==> src/rtl/ifmt_pkg.sv <==
// Shared types, constants and character helpers for the integer-to-ASCII formatter.
package ifmt_pkg;

  // Word width for the decimal, hex and pointer kinds.
  localparam int WORD_BITS = 32;
  // Working number width; the 64-bit kind splits into two words of this size.
  localparam int NUM_W     = 32;
  localparam int MAX_CHARS = 16;
  localparam int DEPTH_W   = $clog2(MAX_CHARS + 1);
  localparam int IDX_W     = $clog2(MAX_CHARS);
  localparam int CNT_W     = 4;
  // Zero padding of the lower word when the upper word is printed.
  localparam logic [CNT_W-1:0] LO_PAD_DIGITS = 4'd8;

  // Reciprocal of ten: (n * RECIP10) >> RECIP_SHIFT is n / 10 for any 32-bit n.
  localparam logic [NUM_W-1:0] RECIP10     = 32'hCCCC_CCCD;
  localparam int               RECIP_SHIFT = 35;

  // Conversion kinds.
  typedef enum logic [2:0] {
    OP_SDEC = 3'd0,
    OP_UDEC = 3'd1,
    OP_HEX  = 3'd2,
    OP_PTR  = 3'd3,
    OP_HEX64 = 3'd4
  } op_e;

  // Text pushed after the digits (it comes out ahead of them).
  typedef enum logic [1:0] {
    TAIL_NONE,
    TAIL_MINUS,
    TAIL_HEX,
    TAIL_NIL
  } tail_e;

  // Sequencer states.
  typedef enum logic [2:0] {
    S_IDLE,
    S_START,
    S_WAIT,
    S_TAIL,
    S_EMIT
  } state_e;

  typedef struct packed {
    logic [2:0]  operation;
    logic [63:0] value;
  } in_item_t;

  typedef struct packed {
    logic [7:0] character;
    logic       last;
  } out_item_t;

  // Request to the digit unit.
  typedef struct packed {
    logic             start;
    logic             decimal;
    logic [NUM_W-1:0] num;
  } div_req_t;

  // Response from the digit unit.
  typedef struct packed {
    logic             done;
    logic [NUM_W-1:0] quot;
    logic [3:0]       digit;
  } div_rsp_t;

  // ASCII code of one digit, lowercase for hex.
  function automatic logic [7:0] digit_char(input logic [3:0] d);
    logic [7:0] c;
    if (d >= 4'd10) begin
      c = 8'h61 + {4'd0, d} - 8'd10;
    end else begin
      c = 8'h30 + {4'd0, d};
    end
    return c;
  endfunction

  // Number of tail characters.
  function automatic logic [2:0] tail_len(input tail_e t);
    logic [2:0] n;
    case (t)
      TAIL_NONE:  n = 3'd0;
      TAIL_MINUS: n = 3'd1;
      TAIL_HEX:   n = 3'd2;
      TAIL_NIL:   n = 3'd5;
      default:    n = 3'd0;
    endcase
    return n;
  endfunction

  // Tail characters in push order, which is the reverse of print order.
  function automatic logic [7:0] tail_char(input tail_e t, input logic [2:0] idx);
    logic [7:0] c;
    c = 8'h30;
    case (t)
      TAIL_MINUS: c = 8'h2D;
      TAIL_HEX: begin
        if (idx == 3'd0) begin
          c = 8'h78;
        end else begin
          c = 8'h30;
        end
      end
      TAIL_NIL: begin
        case (idx)
          3'd0:    c = 8'h29;
          3'd1:    c = 8'h6C;
          3'd2:    c = 8'h69;
          3'd3:    c = 8'h6E;
          default: c = 8'h28;
        endcase
      end
      default: c = 8'h30;
    endcase
    return c;
  endfunction

endpackage

==> src/rtl/ifmt_digit_unit.sv <==
// Shared digit unit: splits off the lowest decimal or hex digit of a number.
module ifmt_digit_unit (
  input  logic              clk,
  input  logic              rst,
  input  ifmt_pkg::div_req_t req,
  output ifmt_pkg::div_rsp_t rsp
);

  logic                         s1_valid;
  logic                         s1_decimal;
  logic [ifmt_pkg::NUM_W-1:0]   s1_num;
  logic [2*ifmt_pkg::NUM_W-1:0] s1_prod;
  logic [ifmt_pkg::NUM_W-1:0]   quot_calc;
  logic [ifmt_pkg::NUM_W-1:0]   quot_x10;
  logic [ifmt_pkg::NUM_W-1:0]   rem_calc;
  logic                         done;
  logic [ifmt_pkg::NUM_W-1:0]   quot;
  logic [3:0]                   digit;

  // Stage 1: capture the number and its product with the reciprocal of ten.
  always_ff @(posedge clk) begin
    if (rst) begin
      s1_valid <= 1'b0;
    end else begin
      s1_valid <= req.start;
    end
    if (req.start) begin
      s1_decimal <= req.decimal;
      s1_num     <= req.num;
      s1_prod    <= req.num * ifmt_pkg::RECIP10;
    end
  end

  // Stage 2: quotient (product or nibble shift), remainder (subtract or low nibble)
  always_comb begin
    if (s1_decimal) begin
      quot_calc = ifmt_pkg::NUM_W'(s1_prod[2*ifmt_pkg::NUM_W-1:ifmt_pkg::RECIP_SHIFT]);
    end else begin
      quot_calc = s1_num >> 4;
    end
    quot_x10 = (quot_calc << 3) + (quot_calc << 1);
    if (s1_decimal) begin
      rem_calc = s1_num - quot_x10;
    end else begin
      rem_calc = {{(ifmt_pkg::NUM_W-4){1'b0}}, s1_num[3:0]};
    end
  end

  always_ff @(posedge clk) begin
    if (rst) begin
      done <= 1'b0;
    end else begin
      done <= s1_valid;
    end
    if (s1_valid) begin
      quot  <= quot_calc;
      digit <= rem_calc[3:0];
    end
  end

  assign rsp.done  = done;
  assign rsp.quot  = quot;
  assign rsp.digit = digit;

endmodule

==> src/rtl/ifmt_char_stack.sv <==
// Character stack: text is pushed last character first and popped in print order.
module ifmt_char_stack (
  input  logic                         clk,
  input  logic                         rst,
  input  logic                         push,
  input  logic [7:0]                   push_char,
  input  logic                         pop,
  output logic [7:0]                   top,
  output logic [ifmt_pkg::DEPTH_W-1:0] depth
);

  logic [7:0]                   entries [ifmt_pkg::MAX_CHARS];
  logic [ifmt_pkg::DEPTH_W-1:0] top_pos;

  assign top_pos = depth - 1'b1;
  assign top     = entries[top_pos[ifmt_pkg::IDX_W-1:0]];

  // Track the fill level; a full stack drops further pushes.
  always_ff @(posedge clk) begin
    if (rst) begin
      depth <= '0;
    end else if (push && depth != ifmt_pkg::DEPTH_W'(ifmt_pkg::MAX_CHARS)) begin
      depth <= depth + 1'b1;
    end else if (pop && depth != '0) begin
      depth <= depth - 1'b1;
    end
  end

  // Write the pushed character above the current top.
  always_ff @(posedge clk) begin
    if (push && depth != ifmt_pkg::DEPTH_W'(ifmt_pkg::MAX_CHARS)) begin
      entries[depth[ifmt_pkg::IDX_W-1:0]] <= push_char;
    end
  end

endmodule

==> src/rtl/integer_to_ascii_formatter_core.sv <==
// Top level of the integer-to-ASCII formatter: sequencer, digit unit and character stack.
//
// Input channel in_valid/in_ready/in_data carries one transaction per value: a conversion
// kind (signed decimal, unsigned decimal, hex, pointer, 64-bit hex) and a 64-bit value.
// Output channel out_valid/out_ready/out_data returns the text one ASCII character per
// transaction, most significant first, with last set on the final character.
// A value is converted digit by digit through one shared digit unit (multiply by the
// reciprocal of ten, or a nibble shift for hex). The characters land on a stack and are
// then popped out at one per cycle while the receiver is ready. in_ready is high only while
// the block is idle; a value with an unknown kind is accepted and produces no output.
// A stalled receiver holds the current character on out_data and the block waits.
// Reset (rst, synchronous) returns the sequencer to idle and empties the stack;
// no clearing pass is needed.
module integer_to_ascii_formatter_core (
  input  logic                clk,
  input  logic                rst,
  input  logic                in_valid,
  output logic                in_ready,
  input  ifmt_pkg::in_item_t  in_data,
  output logic                out_valid,
  input  logic                out_ready,
  output ifmt_pkg::out_item_t out_data
);

  ifmt_pkg::state_e              state;
  ifmt_pkg::state_e              state_next;
  ifmt_pkg::tail_e               tail;
  logic                          decimal;
  logic [ifmt_pkg::NUM_W-1:0]    num;
  logic [ifmt_pkg::NUM_W-1:0]    hi_word;
  logic                          second;
  logic [ifmt_pkg::CNT_W-1:0]    min_digits;
  logic [ifmt_pkg::CNT_W-1:0]    digit_cnt;
  logic [ifmt_pkg::CNT_W-1:0]    cnt_inc;
  logic [2:0]                    tidx;

  logic [ifmt_pkg::WORD_BITS-1:0] word;
  logic [ifmt_pkg::WORD_BITS-1:0] word_neg;
  logic [ifmt_pkg::NUM_W-1:0]     in_hi;
  logic [ifmt_pkg::NUM_W-1:0]     in_lo;
  logic                           more_digits;
  logic                           accept;

  ifmt_pkg::div_req_t            div_req;
  ifmt_pkg::div_rsp_t            div_rsp;

  logic                          push;
  logic [7:0]                    push_char;
  logic                          pop;
  logic [7:0]                    stack_top;
  logic [ifmt_pkg::DEPTH_W-1:0]  depth;

  ifmt_digit_unit u_digit (
    .clk (clk),
    .rst (rst),
    .req (div_req),
    .rsp (div_rsp)
  );

  ifmt_char_stack u_stack (
    .clk       (clk),
    .rst       (rst),
    .push      (push),
    .push_char (push_char),
    .pop       (pop),
    .top       (stack_top),
    .depth     (depth)
  );

  // Decode the incoming value.
  assign word     = in_data.value[ifmt_pkg::WORD_BITS-1:0];
  assign word_neg = ~word + 1'b1;
  assign in_hi    = in_data.value[63:32];
  assign in_lo    = in_data.value[31:0];
  assign accept   = in_valid && in_ready;
  assign cnt_inc  = digit_cnt + 1'b1;
  assign more_digits = (div_rsp.quot != '0) || (cnt_inc < min_digits);

  // Next state.
  always_comb begin
    state_next = state;
    case (state)
      ifmt_pkg::S_IDLE: begin
        if (in_valid) begin
          case (in_data.operation)
            ifmt_pkg::OP_SDEC, ifmt_pkg::OP_UDEC, ifmt_pkg::OP_HEX,
            ifmt_pkg::OP_HEX64: state_next = ifmt_pkg::S_START;
            ifmt_pkg::OP_PTR: begin
              if (word == '0) begin
                state_next = ifmt_pkg::S_TAIL;
              end else begin
                state_next = ifmt_pkg::S_START;
              end
            end
            default: state_next = ifmt_pkg::S_IDLE;
          endcase
        end
      end
      ifmt_pkg::S_START: state_next = ifmt_pkg::S_WAIT;
      ifmt_pkg::S_WAIT: begin
        if (div_rsp.done) begin
          if (more_digits || second) begin
            state_next = ifmt_pkg::S_START;
          end else if (tail != ifmt_pkg::TAIL_NONE) begin
            state_next = ifmt_pkg::S_TAIL;
          end else begin
            state_next = ifmt_pkg::S_EMIT;
          end
        end
      end
      ifmt_pkg::S_TAIL: begin
        if (tidx == ifmt_pkg::tail_len(tail) - 3'd1) begin
          state_next = ifmt_pkg::S_EMIT;
        end
      end
      ifmt_pkg::S_EMIT: begin
        if (out_ready && depth == ifmt_pkg::DEPTH_W'(1)) begin
          state_next = ifmt_pkg::S_IDLE;
        end
      end
      default: state_next = ifmt_pkg::S_IDLE;
    endcase
  end

  // Outputs of the sequencer.
  always_comb begin
    in_ready        = 1'b0;
    out_valid       = 1'b0;
    push            = 1'b0;
    push_char       = ifmt_pkg::digit_char(div_rsp.digit);
    pop             = 1'b0;
    div_req.start   = 1'b0;
    div_req.decimal = decimal;
    div_req.num     = num;
    case (state)
      ifmt_pkg::S_IDLE:  in_ready = 1'b1;
      ifmt_pkg::S_START: div_req.start = 1'b1;
      ifmt_pkg::S_WAIT:  push = div_rsp.done;
      ifmt_pkg::S_TAIL: begin
        push      = 1'b1;
        push_char = ifmt_pkg::tail_char(tail, tidx);
      end
      ifmt_pkg::S_EMIT: begin
        out_valid = 1'b1;
        pop       = out_ready;
      end
      default: in_ready = 1'b0;
    endcase
  end

  assign out_data.character = stack_top;
  assign out_data.last      = (depth == ifmt_pkg::DEPTH_W'(1));

  always_ff @(posedge clk) begin
    if (rst) begin
      state <= ifmt_pkg::S_IDLE;
    end else begin
      state <= state_next;
    end
  end

  // Load the work registers on a new value, then advance them per digit and tail char.
  always_ff @(posedge clk) begin
    if (accept) begin
      digit_cnt  <= '0;
      tidx       <= '0;
      second     <= 1'b0;
      min_digits <= ifmt_pkg::CNT_W'(1);
      hi_word    <= in_hi;
      decimal    <= 1'b0;
      num        <= ifmt_pkg::NUM_W'(word);
      tail       <= ifmt_pkg::TAIL_NONE;
      case (in_data.operation)
        ifmt_pkg::OP_SDEC: begin
          decimal <= 1'b1;
          if (word[ifmt_pkg::WORD_BITS-1]) begin
            num  <= ifmt_pkg::NUM_W'(word_neg);
            tail <= ifmt_pkg::TAIL_MINUS;
          end
        end
        ifmt_pkg::OP_UDEC: decimal <= 1'b1;
        ifmt_pkg::OP_PTR: begin
          if (word == '0) begin
            tail <= ifmt_pkg::TAIL_NIL;
          end else begin
            tail <= ifmt_pkg::TAIL_HEX;
          end
        end
        ifmt_pkg::OP_HEX64: begin
          num <= in_lo;
          if (in_hi != '0) begin
            second     <= 1'b1;
            min_digits <= ifmt_pkg::LO_PAD_DIGITS;
          end
        end
        default: decimal <= 1'b0;
      endcase
    end else if (state == ifmt_pkg::S_WAIT && div_rsp.done) begin
      if (more_digits) begin
        num       <= div_rsp.quot;
        digit_cnt <= cnt_inc;
      end else if (second) begin
        num        <= hi_word;
        second     <= 1'b0;
        digit_cnt  <= '0;
        min_digits <= ifmt_pkg::CNT_W'(1);
      end
    end else if (state == ifmt_pkg::S_TAIL) begin
      tidx <= tidx + 1'b1;
    end
  end

  // The input side is closed while characters are pending.
  a_no_accept_while_busy: assert property (@(posedge clk) disable iff (rst)
    (depth != '0) |-> !in_ready)
    else $error("input accepted while characters are still pending");

  // The final character returns the block to idle.
  a_last_returns_idle: assert property (@(posedge clk) disable iff (rst)
    (out_valid && out_ready && out_data.last) |=> (in_ready && depth == '0))
    else $error("block not idle after last character");

  // The digit unit answers only while the sequencer waits for it.
  a_digit_in_wait: assert property (@(posedge clk) disable iff (rst)
    div_rsp.done |-> (state == ifmt_pkg::S_WAIT))
    else $error("digit result outside the wait state");

  // Output is only presented with characters on the stack.
  a_valid_has_char: assert property (@(posedge clk) disable iff (rst)
    out_valid |-> (depth != '0))
    else $error("output valid with an empty stack");

endmodule
==> config.mk <==
export PLATFORM = sky130hd
export DESIGN_NAME = integer_to_ascii_formatter_core
export DESIGN_NICKNAME = d
export VERILOG_FILES = /design/src/rtl/ifmt_pkg.sv /design/src/rtl/ifmt_digit_unit.sv /design/src/rtl/ifmt_char_stack.sv /design/src/rtl/integer_to_ascii_formatter_core.sv
export SDC_FILE = /design/constraint.sdc
export NUM_CORES = 2
export LEC_CHECK = 0
export BUFFER_PORTS_ARGS = -buffer_cell sky130_fd_sc_hd__buf_2
export CAP_MARGIN = 20
export CORE_MARGIN = 10
export CORE_UTILIZATION = 62
export DETAILED_ROUTE_END_ITERATION = 10
export HOLD_SLACK_MARGIN = 0.1
export PLACE_DENSITY = 0.84
export SYNTH_ARGS = -nofsm -noshare
export SYNTH_HDL_FRONTEND = slang
export SYNTH_SLANG_ARGS = --single-unit
==> constraint.sdc <==
create_clock -name clk -period 7.8 [get_ports clk]
set_input_delay 0.78 -clock clk [delete_from_list [all_inputs] [get_ports clk]]
set_output_delay 0.78 -clock clk [all_outputs]
set_load 0.03 [all_outputs]
## Yosys cells after proc, flatten, opt, wreduce, memory -nomap -nowiden

Memory sizes are Yosys's and may differ from the RTL's.
Cells that the tools add are included.

| operators by class | value |
|---|---|
| equal/unequal tests | 22 |
| $mul | 1 |
| reductions and logical operators | 29 |
| order comparisons | 2 |
| bitwise gates (word level) | 2 |
| mux-type cells | 50 |
| add/subtract/negate cells | 11 |

Operators with widths:

| operator | count |
|---|---|
| $mux 32 | 6 |
| $mul 32x32->64 const B | 1 |
| $reduce_bool 32->1 | 2 |
| $mux 4 | 9 |
| $add 32x1->32 const B | 1 |
| $logic_not 32->1 | 1 |
| $not 32->32 | 1 |
| $mux 29 | 1 |
| $pmux 7 s4 | 1 |
| $mux 3 | 7 |
| $pmux 7 s3 | 1 |
| $eq 3x2->1 const B | 6 |
| $mux 8 | 2 |
| $pmux 3 s5 | 1 |
| $mux 1 | 14 |
| $pmux 3 s4 | 1 |
| $mux 5 | 2 |
| $reduce_bool 2->1 | 5 |
| $eq 3x1->1 const B | 3 |
| $logic_not 3->1 | 3 |
| $add 7x4->8 const A | 1 |
| $pmux 2 s2 | 2 |
| $reduce_and 2->1 | 4 |
| $sub 8x4->8 const B | 1 |
| other kinds (31) | 41 |

| word-level totals | value |
|---|---|
| word-level logic and storage cells | 135 |
| memory bits (writable) | 128 |
| memories kept | 1 |
| input bits | 71 |
| bits in registers | 219 |
| output and inout bits | 11 |

Memory list:

| name | depth | bits a word | read ports | clocked after Yosys merged registers in | write ports | line | text |
|---|---|---|---|---|---|---|---|
| u_stack.entries | 16 | 8 | 1 | 0 | 1 | ifmt_char_stack.sv:12 | `logic [7:0] entries [ifmt_pkg::MAX_CHARS];` |

## Logic depth before layout (Yosys ltp)

| depth | value |
|---|---|
| depth after elaboration | 7 |
| mapped depth | 25 |
| gate-level depth less buffers | 24 |

## Hierarchy

From an unflattened synthesis, not the netlist that was laid out.

| unflattened totals | value |
|---|---|
| cell total of the unflattened synthesis | 2574 |
| area total of the unflattened synthesis | 29981.3 um2 |

By module, submodules not included:

| module | area each (um2) | cells each | instances |
|---|---|---|---|
| ifmt_digit_unit | 19901.6 | 1796 | 1 |
| ifmt_char_stack | 5457.7 | 341 | 1 |
| integer_to_ascii_formatter_core | 4621.9 | 437 | 1 |

## Least setup slack after synthesis

OpenSTA, ideal clock, no wires.

| path | value |
|---|---|
| kind | register to register |
| start | reg num[19] (netlist name) |
| end | reg u_digit.s1_prod[63] (netlist name) (data pin) |
| path buffers | 0 |
| arrival time | 6.756 ns |
| period minus slack after synthesis | 7.019 ns |
| data required time | 7.537 ns |
| slack | 0.781 ns |
| stages on the path, launching flop included | 25 |
| cell sequence | edfxtp_1 -> ha_1 -> inv_1 -> fa_1 -> inv_1 -> fa_1 -> inv_1 -> fa_1 -> inv_1 -> fa_1 -> fa_1 -> fa_1 -> inv_1 -> fa_1 -> inv_1 -> ha_1 -> nand4_1 -> nor3_2 -> a21oi_1 -> nor3_2 -> o21ai_1 -> o41a_1 -> o41a_1 -> o41ai_2 -> xnor2_1 |

| on the way | value |
|---|---|
| word-level cells in the longest chain between the ends | 1 |

Ends and longest elaborated chain:

| element | line | text |
|---|---|---|
| start: declaration | integer_to_ascii_formatter_core.sv:29 | `logic [ifmt_pkg::NUM_W-1:0] num;` |
| start signal: assignment | integer_to_ascii_formatter_core.sv:171 | `num <= ifmt_pkg::NUM_W'(word);` |
| start signal: assignment | integer_to_ascii_formatter_core.sv:177 | `num <= ifmt_pkg::NUM_W'(word_neg);` |
| start signal: assignment | integer_to_ascii_formatter_core.sv:190 | `num <= in_lo;` |
| $mul 32x32->64 | ifmt_digit_unit.sv:30 | `s1_prod <= req.num * ifmt_pkg::RECIP10;` |
| end signal: assignment | ifmt_digit_unit.sv:30 |  |
| end: declaration | ifmt_digit_unit.sv:12 | `logic [2*ifmt_pkg::NUM_W-1:0] s1_prod;` |

No other way between the ends.
A chain may end at the register's enable or synchronous reset.

## Worst setup path in the final report

| path | value |
|---|---|
| start | reg num[1] (netlist name) |
| end | reg u_digit.s1_prod[59] (netlist name) (data pin) |

The elaborated chain is that of the path after synthesis.

==> metrics.txt <==
CTS tree done; Hold Crit Depth 1; Yosys top cell area share 0.2850; flops & latches, synth 294; Rel. slew slack 0.3444; clk slew on worst S/H paths 70 ps; vias 20030; Slew Limit Fails 0; drt first pass iters 7; GRT busiest layer met2; Max Clk Rate 0.1313 GHz; CTS Sinks 294; Critical Path AT 7900 ps; chip height 237.0 um; commonest non-fill, non-tap cells in the layout inv_1, fa_1, ha_1; hold crit path type input port to flop; largest area contributor in the netlist edfxtp_1; crit-path max FO 6; vias in the first global route 21400; Fin Hold WS 426.3 ps; largest net degree at the start of global routing 64; R2R cell count 25; gr usage total 0.2951; Avg Cell Area, Syn 11.66 um^2; met1 Usage GRT 0.3634; Crit Path Class flop to flop; H-tree levels 1; Synth Flop Type edfxtp_1; antenna-violating nets left 0; CTS max path bufs 3; num ports 82; clock latency at the later pin of the worst-skew pair 560 ps; met3 Usage GRT 0.04226; RSZ-0062 raised after global routing false; core area 46560 um^2; Worst EP required 8080 ps; Seq/Total Area, Yosys 0.2967; Routed WL 82450 um; period utilisation layout 0.9763; FFs w/ async S/R, synth 0; Setup Skew 20.09 ps; first-pass GRT wire length 126200 um; Hold Path End hi_word[2]; DIE AREA 56150 um^2; DR iter-0 viols 1914; status complete, no violations; number of hold buffers added after cts 0; slew at the pin closest to its max-slew limit 979.9 ps; DRC Markers 0; # diodes 0; area delta synth->final 10.27%; Sum Neg Setup Slack 0 ps; GRT overflow 0; initial antenna violation count 1; R2R Path Start num[1]; reg2reg setup slack 190 ps; post-synth cell types 68; Post-Syn Nets 3329; GPL Wtd Cong 1.034; IO Port Bufs 80; reg-to-reg endpoint u_digit.s1_prod[59]; commonest non-fill, non-tap cell in the layout inv_1; EDFF count, synth 277; post-DP HPWL 69550 um; Critical Path End Type flop; Starting Density 0.6269; ranking of synthesized cells by area edfxtp_1, fa_1, ha_1, inv_1, mux4_2; final net count 3530; die extent in x 237.0 um; Cell Area, Synth 29190 um^2; Hold Fails Final Rpt 0; Post-Syn Instances 2504; root buffer cell clkbuf_16; crit start category flop; hold_sp in_data[34]; wire length per cell 24.74 um; Setup-failing EPs final 0; # rows 79; total of max-cap violations 0; met2 Use GR 0.5002; DR vias/cell 6.010; share of layout cells above drive strength 1 0.1317; CTS buffer count 27; Synthesis Warnings 0; fin crit period 7615 ps
## routing by layer
layer,wire length [um],vias up
met5,13,-
met4,5112,2
met3,5708,217
met2,40390,956
met1,31220,10070
li1,-,8792
## metrics by stage
step	setup slack [ps]	std cells	cell area, um^2	utilization
3_5_place_dp	165.0	3266	31130	0.6687
6_report	185.1	3333	32180	0.6913
5_1_grt	2.912	3333	32180	0.6913
4_1_cts	100.9	3316	32000	0.6873
3_3_place_gp	255.2	3264	31100	0.6681
2_1_floorplan	781.4	2504	29190	-
## worst max path at each step
stage / from / to / slack (ps) / depth (start not counted)
final: num[1] / u_digit.s1_prod[59] / 190 / 25
after global routing: num[6] / u_digit.s1_prod[58] / 3 / 25
after CTS: num[1] / u_digit.s1_prod[63] / 100 / 24
after detailed placement: num[1] / u_digit.s1_prod[63] / 170 / 24
after global placement: num[1] / u_digit.s1_prod[63] / 260 / 24
after floorplan: num[19] / u_digit.s1_prod[63] / 780 / 24
## cells in the mapped netlist, types with 6 or more instances
library cell	n
nor2b_1	15
a31oi_1	10
ha_1	368
edfxtp_1	277
nand3_1	24
mux2_2	28
o21a_1	9
xnor2_1	62
a21o_1	28
nor2_1	82
fa_1	386
o21ai_0	65
a21oi_1	118
clkbuf_1	45
nand2b_1	9
and3_1	6
o21bai_1	6
o211ai_1	9
xor2_1	59
mux4_2	35
nand2_1	95
nor3_1	26
nor4_1	23
inv_1	542
a211oi_1	39
dfxtp_1	17
nand4_1	20
and2_1	15
## timing repair
item	CTS	global route
resized for setup	0	15
endpoints found under the hold margin	0	0
endpoints found under the setup margin	0	7
buffers inserted	0	12
## kinds of logic after synthesis
| logic type | Yosys count | share of synthesized area |
|---|---|---|
| multiplexers | 68 | 0.03953 |
| flip-flops | 294 | 0.2967 |
| AO/OA/AOI/OAI | 326 | 0.06932 |
| buffers and inverters | 597 | 0.07708 |
| adder cells (fa/ha/maj) | 754 | 0.4225 |
| other | 1 | 0.0001285 |
| AND/OR/NAND/NOR | 342 | 0.05766 |
| XOR/XNOR | 122 | 0.03712 |
## worst max-delay path, stage by stage (launching register included)
cell	delay [ps]
edfxtp_1	530
buf_4	200
ha_1	200
xor2_1	200
ha_1	240
or2_2	370
fa_1	540
fa_1	430
fa_1	510
fa_1	430
fa_1	490
inv_1	50
fa_1	470
inv_1	40
ha_1	290
nand4_1	150
nor3_2	180
a21oi_1	100
nor3_2	220
o21ai_1	110
buf_4	180
buf_4	140
o41a_1	460
o41a_1	400
o21ai_0	260
xnor2_1	130
## flip-flops by register name, summed over array words and instances (netlist names), 2 cells and up
| name | count |
|---|---|
| u_stack.entries | 112 |
| hi_word | 32 |
| num | 32 |
| u_digit.s1_prod | 31 |
| u_digit.s1_num | 30 |
| u_digit.quot | 29 |
| u_stack.depth | 5 |
| digit_cnt | 4 |
| u_digit.digit | 4 |
| state | 3 |
| tidx | 3 |
| min_digits | 2 |
| tail | 2 |
## area by class of cell
class,count,area (um^2)
flip-flops and latches,294,8660
well taps,607,759.5
fillers,3282,14370
clock inverters,20,181.4
repair buffers,226,1501
multi-input cells,1613,18360
inverters,543,2039
clock buffers,30,686.9
Power is not shown: default switching activity piles up to over one toggle a cycle in this logic, so the estimate is an artifact.
